## src/hw/rtl/ordered_array_list_engine_macros.svh

```systemverilog
// Assertion macros for the ordered array list engine RTL.
// Depends on nothing; included by the top level, which carries the assertions.
`ifndef ORDERED_ARRAY_LIST_ENGINE_MACROS_SVH
`define ORDERED_ARRAY_LIST_ENGINE_MACROS_SVH

`ifndef NO_ASSERTIONS

// A property that must hold at every clock edge outside reset.
`define OALE_ASSERT(lbl, clk, rst, prop, msg) \
   lbl: assert property (@(posedge clk) disable iff (rst) (prop)) \
      else $error(msg);

// A condition in one cycle that requires an outcome in the next cycle.
`define OALE_ASSERT_NEXT(lbl, clk, rst, cond, outcome) \
   lbl: assert property (@(posedge clk) disable iff (rst) (cond) |=> (outcome)) \
      else $error("next-cycle check failed");

`else

`define OALE_ASSERT(lbl, clk, rst, prop, msg)

`define OALE_ASSERT_NEXT(lbl, clk, rst, cond, outcome)

`endif

`endif

```

## src/hw/rtl/oale_pkg.sv

```systemverilog
// Package for the ordered array list engine: opcodes, status codes,
// default sizes and the control struct that drives the cell row. No dependencies.
package oale_pkg;

   // Default sizes, handed to the top level parameters.
   localparam int DEPTH_DEF       = 64;
   localparam int VALUE_WIDTH_DEF = 32;

   localparam int OPCODE_W = 4;
   localparam int STATUS_W = 3;

   // Request opcodes.
   localparam logic [OPCODE_W-1:0] OP_INS_AT    = 4'd0;
   localparam logic [OPCODE_W-1:0] OP_INS_FRONT = 4'd1;
   localparam logic [OPCODE_W-1:0] OP_INS_BACK  = 4'd2;
   localparam logic [OPCODE_W-1:0] OP_REM_AT    = 4'd3;
   localparam logic [OPCODE_W-1:0] OP_REM_FRONT = 4'd4;
   localparam logic [OPCODE_W-1:0] OP_REM_BACK  = 4'd5;
   localparam logic [OPCODE_W-1:0] OP_REM_VALUE = 4'd6;
   localparam logic [OPCODE_W-1:0] OP_FIND      = 4'd7;
   localparam logic [OPCODE_W-1:0] OP_READ      = 4'd8;
   localparam logic [OPCODE_W-1:0] OP_MAX       = 4'd9;
   localparam logic [OPCODE_W-1:0] OP_MIN       = 4'd10;

   // Response status codes.
   localparam logic [STATUS_W-1:0] ST_OK        = 3'd0;
   localparam logic [STATUS_W-1:0] ST_FULL      = 3'd1;
   localparam logic [STATUS_W-1:0] ST_BADPOS    = 3'd2;
   localparam logic [STATUS_W-1:0] ST_NOTFOUND  = 3'd3;
   localparam logic [STATUS_W-1:0] ST_EMPTY     = 3'd4;

   // Commands broadcast to every cell of the row; at most one is set.
   typedef struct packed {
      logic rotate;      // every cell takes its right neighbor, the last takes the first
      logic shift_up;    // cells above the position take their left neighbor, the cell at it takes the new value
      logic shift_down;  // cells at and above the position take their right neighbor
   } cell_ctrl_type;

endpackage

```

## src/hw/rtl/oale_if.sv

```systemverilog
// Valid/ready channel interfaces for the request and response transactions.
// Depends on oale_pkg for opcode and status widths and default sizes.
interface oale_req_if
   import oale_pkg::*;
#(
   parameter int POS_W   = $clog2(DEPTH_DEF + 1),
   parameter int VALUE_W = VALUE_WIDTH_DEF
) ();
   logic                      valid;
   logic                      ready;
   logic [OPCODE_W-1:0]       opcode;
   logic signed [VALUE_W-1:0] item_value;
   logic [POS_W-1:0]          position;

   modport source (output valid, output opcode, output item_value, output position,
                   input ready);
   modport sink   (input valid, input opcode, input item_value, input position,
                   output ready);
endinterface

interface oale_rsp_if
   import oale_pkg::*;
#(
   parameter int POS_W   = $clog2(DEPTH_DEF + 1),
   parameter int IDX_W   = $clog2(DEPTH_DEF),
   parameter int VALUE_W = VALUE_WIDTH_DEF
) ();
   logic                      valid;
   logic                      ready;
   logic [STATUS_W-1:0]       status;
   logic signed [VALUE_W-1:0] result_value;
   logic [IDX_W-1:0]          found_position;
   logic [POS_W-1:0]          entry_count;

   modport source (output valid, output status, output result_value,
                   output found_position, output entry_count, input ready);
   modport sink   (input valid, input status, input result_value,
                   input found_position, input entry_count, output ready);
endinterface

```

## src/hw/rtl/oale_cell.sv

```systemverilog
// One storage cell of the list row: holds a single entry and moves it
// to or from its neighbors on command. Depends on oale_pkg.
module oale_cell
   import oale_pkg::*;
#(
   parameter int VW  = VALUE_WIDTH_DEF,
   parameter int CW  = $clog2(DEPTH_DEF + 1),
   parameter int IDX = 0
) (
   input  logic          clock,
   input  cell_ctrl_type ctrl,
   input  logic [CW-1:0] pos,
   input  logic [VW-1:0] new_value,
   input  logic [VW-1:0] left_value,
   input  logic [VW-1:0] right_value,
   output logic [VW-1:0] value_out
);

   localparam logic [CW-1:0] MY_INDEX = CW'(IDX);

   logic [VW-1:0] value_ff;
   logic [VW-1:0] value_in;

   // Pick the next entry from the broadcast command and this cell's place.
   always_comb begin
      value_in = value_ff;
      if (ctrl.rotate) begin
         value_in = right_value;
      end else if (ctrl.shift_up) begin
         if (MY_INDEX > pos) begin
            value_in = left_value;
         end else if (MY_INDEX == pos) begin
            value_in = new_value;
         end
      end else if (ctrl.shift_down) begin
         if (MY_INDEX >= pos) begin
            value_in = right_value;
         end
      end
   end

   // Entry storage; its content is undefined until written.
   always_ff @(posedge clock) begin
      value_ff <= value_in;
   end

   assign value_out = value_ff;

endmodule

```

## src/hw/rtl/oale_chain.sv

```systemverilog
// Row of list cells linked to their neighbors, with the last cell wrapping
// to the first so the row can rotate past the head. Depends on oale_pkg, oale_cell.
module oale_chain
   import oale_pkg::*;
#(
   parameter int DEPTH = DEPTH_DEF,
   parameter int VW    = VALUE_WIDTH_DEF,
   parameter int CW    = $clog2(DEPTH_DEF + 1)
) (
   input  logic          clock,
   input  cell_ctrl_type ctrl,
   input  logic [CW-1:0] pos,
   input  logic [VW-1:0] new_value,
   output logic [VW-1:0] head_value
);

   logic [VW-1:0] cell_q [DEPTH];

   // Cell i sees cell i-1 on its left and cell i+1 on its right; cell 0 sees the new value on its left.
   for (genvar i = 0; i < DEPTH; i++) begin : g_cell
      logic [VW-1:0] left_v;
      logic [VW-1:0] right_v;

      if (i == 0) begin : g_first
         assign left_v = new_value;
      end else begin : g_inner_left
         assign left_v = cell_q[i-1];
      end

      if (i == DEPTH - 1) begin : g_last
         assign right_v = cell_q[0];
      end else begin : g_inner_right
         assign right_v = cell_q[i+1];
      end

      oale_cell #(
         .VW  (VW),
         .CW  (CW),
         .IDX (i)
      ) u_cell (
         .clock       (clock),
         .ctrl        (ctrl),
         .pos         (pos),
         .new_value   (new_value),
         .left_value  (left_v),
         .right_value (right_v),
         .value_out   (cell_q[i])
      );
   end

   assign head_value = cell_q[0];

endmodule

```

## src/hw/rtl/ordered_array_list_engine.sv

```systemverilog
// Ordered array list engine: a bounded list of signed values kept in a row of cells, one
// response transaction per request transaction. Inserts, unknown opcodes and requests rejected
// from the count alone answer in the cycle after acceptance: the row shifts in parallel at the
// accepting edge. Remove, find, read, max and min pass through a scan state, where the row
// rotates so that every entry passes the head cell once and the compare logic sees it, then an
// apply state that applies the removal shift and loads the response. One request is in work at
// a time. No clearing pass is needed after reset; only state, count and response valid are cleared.
//
// Top level. Depends on oale_pkg, oale_if, oale_chain and the assertion macro header.
`include "ordered_array_list_engine_macros.svh"

module ordered_array_list_engine
   import oale_pkg::*;
#(
   parameter int DEPTH       = DEPTH_DEF,
   parameter int VALUE_WIDTH = VALUE_WIDTH_DEF
) (
   input logic      clock,
   input logic      reset,
   oale_req_if.sink   req,
   oale_rsp_if.source rsp
);

   localparam int CW = $clog2(DEPTH + 1);
   localparam int IW = $clog2(DEPTH);
   localparam int VW = VALUE_WIDTH;

   localparam logic [CW-1:0] DEPTH_CNT = CW'(DEPTH);
   localparam logic [IW-1:0] K_LAST    = IW'(DEPTH - 1);

   // Controller states.
   localparam logic [1:0] S_IDLE  = 2'd0;
   localparam logic [1:0] S_SCAN  = 2'd1;
   localparam logic [1:0] S_APPLY = 2'd2;

   logic [1:0]          state_ff,  state_in;
   logic [CW-1:0]       count_ff,  count_in;
   logic [IW-1:0]       k_ff,      k_in;
   logic [OPCODE_W-1:0] op_ff,     op_in;
   logic [VW-1:0]       val_ff,    val_in;
   logic [CW-1:0]       tpos_ff,   tpos_in;
   logic                hit_ff,    hit_in;
   logic [VW-1:0]       res_ff,    res_in;
   logic [IW-1:0]       where_ff,  where_in;

   logic                rsp_valid_ff,  rsp_valid_in;
   logic [STATUS_W-1:0] rsp_status_ff, rsp_status_in;
   logic [VW-1:0]       rsp_value_ff,  rsp_value_in;
   logic [IW-1:0]       rsp_fpos_ff,   rsp_fpos_in;
   logic [CW-1:0]       rsp_count_ff,  rsp_count_in;
   logic                rsp_load;

   cell_ctrl_type ctrl;
   logic [CW-1:0] chain_pos;
   logic [VW-1:0] chain_value;
   logic [VW-1:0] head_value;

   logic          accept;
   logic          in_range;
   logic [CW-1:0] ins_pos;

   assign req.ready = (state_ff == S_IDLE) && (!rsp_valid_ff || rsp.ready);
   assign accept    = req.valid && req.ready;
   assign in_range  = CW'(k_ff) < count_ff;

   // Insert position for the three insert opcodes.
   always_comb begin
      unique case (req.opcode)
         OP_INS_FRONT: ins_pos = '0;
         OP_INS_BACK:  ins_pos = count_ff;
         default:      ins_pos = req.position;
      endcase
   end

   // Sequencing, the cell row commands and the response contents.
   always_comb begin
      state_in      = state_ff;
      count_in      = count_ff;
      k_in          = k_ff;
      op_in         = op_ff;
      val_in        = val_ff;
      tpos_in       = tpos_ff;
      hit_in        = hit_ff;
      res_in        = res_ff;
      where_in      = where_ff;
      ctrl          = '0;
      chain_pos     = ins_pos;
      chain_value   = req.item_value;
      rsp_load      = 1'b0;
      rsp_status_in = ST_OK;
      rsp_value_in  = '0;
      rsp_fpos_in   = '0;

      unique case (state_ff)
         S_IDLE: begin
            if (accept) begin
               op_in   = req.opcode;
               val_in  = req.item_value;
               tpos_in = req.position;
               hit_in  = 1'b0;
               k_in    = '0;
               unique case (req.opcode)
                  OP_INS_AT, OP_INS_FRONT, OP_INS_BACK: begin
                     rsp_load = 1'b1;
                     if (count_ff == DEPTH_CNT) begin
                        rsp_status_in = ST_FULL;
                     end else if (ins_pos > count_ff) begin
                        rsp_status_in = ST_BADPOS;
                     end else begin
                        ctrl.shift_up = 1'b1;
                        count_in      = count_ff + 1'b1;
                     end
                  end
                  OP_REM_AT, OP_READ: begin
                     if (req.position >= count_ff) begin
                        rsp_load      = 1'b1;
                        rsp_status_in = ST_BADPOS;
                     end else begin
                        state_in = S_SCAN;
                     end
                  end
                  OP_REM_FRONT, OP_REM_BACK, OP_MAX, OP_MIN: begin
                     if (count_ff == '0) begin
                        rsp_load      = 1'b1;
                        rsp_status_in = ST_EMPTY;
                     end else begin
                        state_in = S_SCAN;
                        if (req.opcode == OP_REM_FRONT) begin
                           tpos_in = '0;
                        end else begin
                           tpos_in = count_ff - 1'b1;
                        end
                     end
                  end
                  OP_REM_VALUE, OP_FIND: begin
                     state_in = S_SCAN;
                  end
                  default: begin
                     rsp_load = 1'b1;
                  end
               endcase
            end
         end

         S_SCAN: begin
            // The head cell holds entry k during this cycle.
            ctrl.rotate = 1'b1;
            k_in        = k_ff + 1'b1;
            if (in_range) begin
               unique case (op_ff)
                  OP_REM_VALUE, OP_FIND: begin
                     if (!hit_ff && head_value == val_ff) begin
                        hit_in   = 1'b1;
                        where_in = k_ff;
                        res_in   = head_value;
                     end
                  end
                  OP_MAX: begin
                     if (k_ff == '0 || $signed(head_value) > $signed(res_ff)) begin
                        res_in = head_value;
                     end
                  end
                  OP_MIN: begin
                     if (k_ff == '0 || $signed(head_value) < $signed(res_ff)) begin
                        res_in = head_value;
                     end
                  end
                  default: begin
                     if (CW'(k_ff) == tpos_ff) begin
                        res_in = head_value;
                     end
                  end
               endcase
            end
            if (k_ff == K_LAST) begin
               state_in = S_APPLY;
            end
         end

         S_APPLY: begin
            rsp_load = 1'b1;
            state_in = S_IDLE;
            unique case (op_ff)
               OP_REM_AT, OP_REM_FRONT, OP_REM_BACK: begin
                  ctrl.shift_down = 1'b1;
                  chain_pos       = tpos_ff;
                  count_in        = count_ff - 1'b1;
                  rsp_value_in    = res_ff;
               end
               OP_REM_VALUE: begin
                  if (hit_ff) begin
                     ctrl.shift_down = 1'b1;
                     chain_pos       = CW'(where_ff);
                     count_in        = count_ff - 1'b1;
                     rsp_value_in    = res_ff;
                  end else begin
                     rsp_status_in = ST_NOTFOUND;
                  end
               end
               OP_FIND: begin
                  if (hit_ff) begin
                     rsp_fpos_in = where_ff;
                  end else begin
                     rsp_status_in = ST_NOTFOUND;
                  end
               end
               default: begin
                  rsp_value_in = res_ff;
               end
            endcase
         end

         default: begin
            state_in = S_IDLE;
         end
      endcase

      rsp_count_in = count_in;
   end

   // The response register holds one transaction until the sink takes it.
   always_comb begin
      rsp_valid_in = rsp_valid_ff;
      if (rsp_load) begin
         rsp_valid_in = 1'b1;
      end else if (rsp.ready) begin
         rsp_valid_in = 1'b0;
      end
   end

   // Control state.
   always_ff @(posedge clock) begin
      if (reset) begin
         state_ff     <= S_IDLE;
         count_ff     <= '0;
         rsp_valid_ff <= 1'b0;
      end else begin
         state_ff     <= state_in;
         count_ff     <= count_in;
         rsp_valid_ff <= rsp_valid_in;
      end
   end

   // Request fields and scan results.
   always_ff @(posedge clock) begin
      k_ff     <= k_in;
      op_ff    <= op_in;
      val_ff   <= val_in;
      tpos_ff  <= tpos_in;
      hit_ff   <= hit_in;
      res_ff   <= res_in;
      where_ff <= where_in;
   end

   // Response payload.
   always_ff @(posedge clock) begin
      if (rsp_load) begin
         rsp_status_ff <= rsp_status_in;
         rsp_value_ff  <= rsp_value_in;
         rsp_fpos_ff   <= rsp_fpos_in;
         rsp_count_ff  <= rsp_count_in;
      end
   end

   assign rsp.valid          = rsp_valid_ff;
   assign rsp.status         = rsp_status_ff;
   assign rsp.result_value   = rsp_value_ff;
   assign rsp.found_position = rsp_fpos_ff;
   assign rsp.entry_count    = rsp_count_ff;

   // Cell row that holds the entries.
   oale_chain #(
      .DEPTH (DEPTH),
      .VW    (VW),
      .CW    (CW)
   ) u_chain (
      .clock      (clock),
      .ctrl       (ctrl),
      .pos        (chain_pos),
      .new_value  (chain_value),
      .head_value (head_value)
   );

   // Assertions.
   `OALE_ASSERT(a_count_bound, clock, reset, count_ff <= DEPTH_CNT, "count above depth")
   `OALE_ASSERT(a_count_with_rsp, clock, reset, (count_in != count_ff) |-> rsp_load, "count moved without a response")
   `OALE_ASSERT(a_rsp_no_overwrite, clock, reset, rsp_load |-> (!rsp_valid_ff || rsp.ready), "pending response overwritten")
   `OALE_ASSERT_NEXT(a_scan_step, clock, reset, (state_ff == S_SCAN) && (k_ff != K_LAST), (state_ff == S_SCAN) && (k_ff == $past(k_ff) + 1'b1))
   `OALE_ASSERT_NEXT(a_scan_end, clock, reset, (state_ff == S_SCAN) && (k_ff == K_LAST), state_ff == S_APPLY)

endmodule

```

## src/flat_wrapper.sv

```systemverilog
// flat-port wrapper written by rule: the top's interface ports become plain ports
module ordered_array_list_engine_flat import oale_pkg::*;
#(
   parameter int DEPTH       = DEPTH_DEF,
   parameter int VALUE_WIDTH = VALUE_WIDTH_DEF
)
  (clock, reset, req_valid, req_opcode, req_item_value, req_position, req_ready, rsp_valid, rsp_status, rsp_result_value, rsp_found_position, rsp_entry_count, rsp_ready);
  oale_req_if req_i ();
  oale_rsp_if rsp_i ();
  input logic clock;
  input logic reset;
  input wire logic [$bits(req_i.valid)-1:0] req_valid;
  input wire logic [$bits(req_i.opcode)-1:0] req_opcode;
  input wire logic [$bits(req_i.item_value)-1:0] req_item_value;
  input wire logic [$bits(req_i.position)-1:0] req_position;
  output wire logic [$bits(req_i.ready)-1:0] req_ready;
  output wire logic [$bits(rsp_i.valid)-1:0] rsp_valid;
  output wire logic [$bits(rsp_i.status)-1:0] rsp_status;
  output wire logic [$bits(rsp_i.result_value)-1:0] rsp_result_value;
  output wire logic [$bits(rsp_i.found_position)-1:0] rsp_found_position;
  output wire logic [$bits(rsp_i.entry_count)-1:0] rsp_entry_count;
  input wire logic [$bits(rsp_i.ready)-1:0] rsp_ready;
  assign req_i.valid = req_valid;
  assign req_i.opcode = req_opcode;
  assign req_i.item_value = req_item_value;
  assign req_i.position = req_position;
  assign req_ready = req_i.ready;
  assign rsp_valid = rsp_i.valid;
  assign rsp_status = rsp_i.status;
  assign rsp_result_value = rsp_i.result_value;
  assign rsp_found_position = rsp_i.found_position;
  assign rsp_entry_count = rsp_i.entry_count;
  assign rsp_i.ready = rsp_ready;
  ordered_array_list_engine #(.DEPTH(DEPTH), .VALUE_WIDTH(VALUE_WIDTH)) u_core (.clock(clock), .reset(reset), .req(req_i), .rsp(rsp_i));
endmodule
```

## config.mk

```make
export PLATFORM = sky130hd
export DESIGN_NAME = ordered_array_list_engine_flat
export DESIGN_NICKNAME = d
export VERILOG_FILES = /design/src/hw/rtl/oale_pkg.sv /design/src/hw/rtl/oale_if.sv /design/src/hw/rtl/oale_cell.sv /design/src/hw/rtl/oale_chain.sv /design/src/hw/rtl/ordered_array_list_engine.sv /design/src/flat_wrapper.sv
export VERILOG_INCLUDE_DIRS = /design/src /design/src/hw/rtl
export SDC_FILE = /design/constraint.sdc
export NUM_CORES = 2
export LEC_CHECK = 0
export BUFFER_PORTS_ARGS = -buffer_cell sky130_fd_sc_hd__buf_2
export CORE_MARGIN = 3
export CORE_UTILIZATION = 30
export DETAILED_ROUTE_END_ITERATION = 6
export HOLD_SLACK_MARGIN = 0.03
export PLACE_DENSITY = 0.43
export SYNTH_ARGS = -nofsm -noshare
export SYNTH_HDL_FRONTEND = slang
export SYNTH_SLANG_ARGS = --single-unit
```

## constraint.sdc

```tcl
create_clock -name clock -period 9 [get_ports clock]
set_input_delay 1.8 -clock clock [delete_from_list [all_inputs] [get_ports clock]]
set_output_delay 1.8 -clock clock [all_outputs]
set_load 0.02 [all_outputs]
```

# --- Yosys cells after proc, flatten, opt, wreduce, memory -nomap -nowiden ---
# Index checks and enable logic that the tools add are counted.
classes:
  addsub: 3
  order_cmp: 133
  n_eq_ne: 161
  mux: 443
  reduce_logical: 158
ops:
  columns: ["operator", "n"]
  rows:
  - ["2-to-1 mux 32 bit", 389]
  - ["inequality test 4 x 3 -> 1 bit (second input constant)", 64]
  - ["== test 6 x 7 -> 1 bit (first input constant)", 32]
  - ["greater-or-equal comparator 6 x 7 -> 1 bit (first input constant)", 32]
  - ["greater-than comparator 6 x 7 -> 1 bit (first input constant)", 32]
  - ["AND reduction 3 bit", 65]
  - ["nonzero test 3 bit", 65]
  - ["== test 5 x 7 -> 1 bit (first input constant)", 16]
  - ["greater-or-equal comparator 5 x 7 -> 1 bit (first input constant)", 16]
  - ["greater-than comparator 5 x 7 -> 1 bit (first input constant)", 16]
  - ["case mux 32 bit (3 select lines)", 1]
  - ["2-to-1 mux 7 bit", 10]
  - ["case mux 32 bit (2 select lines)", 1]
  - ["== test 4 x 7 -> 1 bit (first input constant)", 8]
  - ["greater-or-equal comparator 4 x 7 -> 1 bit (first input constant)", 8]
  - ["greater-than comparator 4 x 7 -> 1 bit (first input constant)", 8]
  - ["case mux 7 bit (2 select lines)", 4]
  - ["== test 32 bit", 1]
  - ["== test 4 x 3 -> 1 bit (second input constant)", 8]
  - ["greater-than comparator 32 bit", 1]
  - ["< comparator 32 bit", 1]
  - ["== test 3 x 7 -> 1 bit (first input constant)", 4]
  - ["greater-or-equal comparator 3 x 7 -> 1 bit (first input constant)", 4]
  - ["greater-than comparator 3 x 7 -> 1 bit (first input constant)", 4]
  - ["51 further kinds", 108]
totals:
  ff_bits: 2194
  input_bits: 47
  output_inout_bits: 50
  word_cells: 976

# --- Depth between registers and ports, before layout ---
depth:
  depth_word: 10
  depth_mapped: 18

# --- Least setup slack after synthesis ---
# No wires, ideal clock.
synth_path:
  path_kind: "input port to flip-flop"
  start: "in req_opcode[0]"
  end: "reg u_core.u_chain.g_cell[20].u_cell.value_ff[0] (enable)"
  setup_ns: 0.466
  t_arrival_ns: 7.216
  required_ns: 8.534
  path_slack_ns: 1.319
  stages: 16
  cell_sequence: "a211o_1 -> clkbuf_1 -> and2_1 -> or2_2 -> ha_1 -> a21oi_1 -> o21ai_0 -> or3_1 -> o22ai_1 -> nand3_1 -> buf_2 -> buf_2 -> nand2_1 -> clkbuf_1 -> nand2_1 -> o21ai_0"
synth_via:
  elab_chain_len: 10
synth_lines:
  columns: ["element", "line", "source"]
  rows:
  - ["start: declaration", "flat_wrapper.sv:13", "input wire logic [$bits(req_i.opcode)-1:0] req_opcode;"]
  - ["== test 4 x 2 -> 1 bit or == test 4 x 1 -> 1 bit (tied branches)", "ordered_array_list_engine.sv:68, ordered_array_list_engine.sv:102", null]
  - ["case mux 7 bit (2 select lines)", "ordered_array_list_engine.sv:68", "unique case (req.opcode)"]
  - ["greater-than comparator 7 bit", "ordered_array_list_engine.sv:107", "end else if (ins_pos > count_ff) begin"]
  - ["2-to-1 mux 1 bit", "ordered_array_list_engine.sv:107", null]
  - ["2-to-1 mux 1 bit", "ordered_array_list_engine.sv:105", "if (count_ff == DEPTH_CNT) begin"]
  - ["2-to-1 mux 1 bit", "ordered_array_list_engine.sv:102", "unique case (req.opcode)"]
  - ["2-to-1 mux 1 bit", "ordered_array_list_engine.sv:96", "if (accept) begin"]
  - ["2-to-1 mux 1 bit", "ordered_array_list_engine.sv:94", "unique case (state_ff)"]
  - ["inequality test 4 x 3 -> 1 bit (no source line) or nonzero test 3 bit (tied branches)", null, null]
  - ["AND reduction 3 bit (no source line) *", null, null]
  - ["end signal: assignment", "oale_cell.sv:44", "value_ff <= value_in;"]
  - ["end: declaration", "oale_cell.sv:21", "logic [VW-1:0] value_ff;"]
# Every way passes the cells marked *; elsewhere a longest branch is shown, timed or not.
# A chain may end at the register's enable or synchronous reset.

# --- Worst setup path after layout ---
layout_path:
  start: "in req_opcode[0]"
  end: "reg u_core.u_chain.g_cell[54].u_cell.value_ff[7] (enable)"
layout_via:
  elab_chain_len: 10
layout_lines:
  columns: ["element", "line"]
  rows:
  - ["== test 4 x 2 -> 1 bit or == test 4 x 1 -> 1 bit (tied branches)", "ordered_array_list_engine.sv:68, ordered_array_list_engine.sv:102"]
  - ["case mux 7 bit (2 select lines)", "ordered_array_list_engine.sv:68"]
  - ["greater-than comparator 7 bit", "ordered_array_list_engine.sv:107"]
  - ["2-to-1 mux 1 bit", "ordered_array_list_engine.sv:107"]
  - ["2-to-1 mux 1 bit", "ordered_array_list_engine.sv:105"]
  - ["2-to-1 mux 1 bit", "ordered_array_list_engine.sv:102"]
  - ["2-to-1 mux 1 bit", "ordered_array_list_engine.sv:96"]
  - ["2-to-1 mux 1 bit", "ordered_array_list_engine.sv:94"]
  - ["inequality test 4 x 3 -> 1 bit (no source line) or nonzero test 3 bit (tied branches)", null]
  - ["AND reduction 3 bit (no source line) *", null]
  - ["end signal: assignment", "oale_cell.sv:44"]
  - ["end: declaration", "oale_cell.sv:21"]
# Marks and branches as above.

==> impl_metrics.toml <==
[run_status]
status = "finished clean"

[sta]
rsz0062_at_grt = "false"
skew_ps = 29.4
setup_viol = 0
fin_crit_sh = 0.749
setup_tns_ps = 0
tightest_slew_ps = 1260
hold_ws_ps = 548
fin_crit_ps = 6740
fmax_mhz = 148
max_slew_margin = 0.156
hold_violations = 0
slew_violations = 0

[synth]
syn-num-nets = 10266
synth_area_leaders = "edfxtp_1 (59%), mux2i_1 (13%), nand2_1 (7.8%)"
ys_ff_latch = 2194
async_flop_share = 0
syn_avg_cell_area_um2 = 11.0
synth_edf_count = 2184
synth_cell_types = 86
synth_top_area_share = 0.587
ys.flop_type = "edfxtp_1"
synth_warnings = 0
syn_area_um2 = 112000
yosysTopAreaCell = "edfxtp_1"
synth_cells = 10164
synth_seq_area_share = 0.589

[clock_network]
clk_pin_slew_ps = 60
ctsResizeCount = 0
root_buffer = "clkbuf_16"
post_cts_buffers = 0
clock_sinks = 2194
cts_max_level = 5
ctsLongestPathBuffers = 4
cts_buffers = 264
clock_latency_ps = 890
cts_tree = "done"
ctsHoldBuffers = 0

[placement]
post-dp-hpwl_um = 272000
place_congestion = 0.846
port_buffers = 96

[setup_path]
critical_path_class = "primary input to flop"
worstSetupStartpoint = "req_opcode[0]"
start_kind = "primary input"
r2r_cells = 8
endpoint = "u_core.u_chain.g_cell[54].u_cell.value_out[7]"
worstPathCellList = "buf_2 > a211o_1 > and2_1 > or2_2 > ha_1 > a21oi_1 > o21ai_0 > or3_1 > o22ai_1 > and3_4 > nor2_4 > buf_4 > o21ai_2 > buf_4"
rr_startpoint = "u_core.state_ff[0]"
worstPathRequired_ps = 9550
r2r_slack_ps = 2960
cp_common_cell = "buf_4"
worstPathMaxFanout = 19
crit_slowest_cell = "o21ai_2"
endpoint_kind = "flop"
reg2reg_to = "u_core.u_chain.g_cell[40].u_cell.value_out[11]"
cpPeakStageDelay_ps = 920
cp.arrival_ps = 7290

[final_layout]
syn_to_final_growth_pct = 12.5
fillCellCount = 37189
layout_commonest_cell = "nand2_1"
final_cell_mix = "nand2_1 (2286), edfxtp_1 (2184), mux2i_1 (1503), o21ai_0 (1277), nand3_1 (403)"
final_layout_size_suffix_gt1_frac = 0.0885
final_nets = 9936

[global_routing]
antenna_found_initial = 28
first_global_vias = 82821
grt_use_total = 0.216
globalRouteOverflowTotal = 0
grt_pass1_wl_um = 608000
grt_max_degree = 279

[die]
fp.coreArea_um2 = 370000
pin_count = 97
dieArea_um2 = 380000
dieWidth_um = 616
die_y_um = 616
rows = 223
initial_core_util = 0.302

[flow_run]
cap_violations = 0

[detailed_routing]
drt_iter0_drc = 8993
dr.pass1.iters = 6
antenna_left = 0
viasPerCell = 5.44
num_vias = 81525
route.detailed.drc = 0
drt_wl_total_um = 427000
detail_route.wl_per_cell_um = 28.5

[power_and_ir_drop]
ir_drop_uv = 128
power_density_nw_per_um2 = 206
design_power_total_mw = 25.9
leakage_nw = 49.8

[min_path]
hp-class = "flop to flop"
-- how the worst min path moves through the flow --
stage | startpoint | end | slack (ps) | cells after the start
after global routing | u_core.u_chain.g_cell[0].u_cell.value_out[0] | u_core.res_ff[0] | 560 | 0
after CTS | u_core.u_chain.g_cell[18].u_cell.value_out[0] | u_core.u_chain.g_cell[17].u_cell.value_out[0] | 540 | 2
final | u_core.u_chain.g_cell[22].u_cell.value_out[9] | u_core.u_chain.g_cell[21].u_cell.value_out[9] | 550 | 2
after global placement | u_core.u_chain.g_cell[0].u_cell.value_out[0] | u_core.res_ff[0] | 510 | 0
after floorplan | u_core.u_chain.g_cell[0].u_cell.value_out[0] | u_core.res_ff[0] | 470 | 0
after detailed placement | u_core.u_chain.g_cell[1].u_cell.value_out[25] | u_core.u_chain.g_cell[0].u_cell.value_out[25] | 530 | 2
-- cell usage after synthesis, types with 9 or more instances --
cell,number
nand2_1,2325
edfxtp_1,2184
mux2i_1,1503
o21ai_0,1318
clkbuf_1,687
nand3_1,408
o211ai_1,395
o21ai_1,256
nor2_1,167
a31oi_1,133
buf_2,131
buf_1,107
ha_1,55
inv_1,53
buf_4,48
and2_1,47
a21oi_1,45
xnor2_1,39
nand4_1,20
a21o_1,17
nand2b_1,14
o21a_1,14
nor3_1,12
nor2b_1,11
o21ai_2,11
dfxtp_1,10
a211oi_1,9
a21oi_2,9
nor4_1,9
xor2_1,9
-- layout make-up --
cell class	count	area (um2)	area share
antenna	4	10.0	0.0000796
clock buffer	354	7210	0.0574
clock inverter	109	743	0.00591
inverter	54	203	0.00161
multi-input combinational	6938	42600	0.339
sequential	2194	65800	0.523
tap	4950	6190	0.0493
timing repair buffer	382	2970	0.0236
-- state kept, by name (all words and copies together) (netlist names), 7 cells and up --
| register | count |
|---|---|
| u_core.tpos_ff | 7 |
| u_core.res_ff | 32 |
| u_core.count_ff | 7 |
| u_core.rsp.entry_count | 7 |
| u_core.u_chain.g_cell.u_cell.value_out | 2048 |
| u_core.rsp.result_value | 32 |
| u_core.val_ff | 32 |
-- critical path: cells and delay by family --
family	cells	cell delay (ps)
buf+inv	3	970
compound gates	5	2480
simple gates	5	1670
fa+ha+maj	1	300
-- kinds of logic (layout without fill, tap and decap cells) --
kind of cell,after synthesis,in the layout,share of synthesized area
other,0,4,0
xor gates and xnor gates,48,48,0.00376
AOI/OAI and AO/OA,2275,2275,0.116
buffers and inverters,1032,899,0.0381
muxes,1503,1503,0.135
DFF,2194,2194,0.589
and+or+nand+nor,3056,3056,0.112
adders and majority gates,56,56,0.00625
-- power breakdown --
part	switching, mW	internal (mW)	leakage [nW]
sequential	0.384	12.0	20.2
clock	4.50	5.80	3.87
combinational	2.23	0.961	25.8
total	7.11	18.8	49.8
-- through the flow --
stage	std cells	setup WS (ps)	utilization	cell area, um2
after floorplan	10164	1320	-	112000
after global placement	14518	1280	0.318	118000
after detailed placement	14518	1360	0.318	118000
after CTS	14981	2310	0.340	126000
after global routing	14982	2020	0.340	126000
final	14985	2260	0.340	126000
-- routing by layer --
layer	up-vias	track usage	wire length (um)
met2	2853	0.353	198000
met4	4	0.0596	12600
li1	36493	-	-
met3	534	0.0343	27500
met5	-	0	27
met1	41641	0.297	189000
Power figures use the tool's default switching activity.
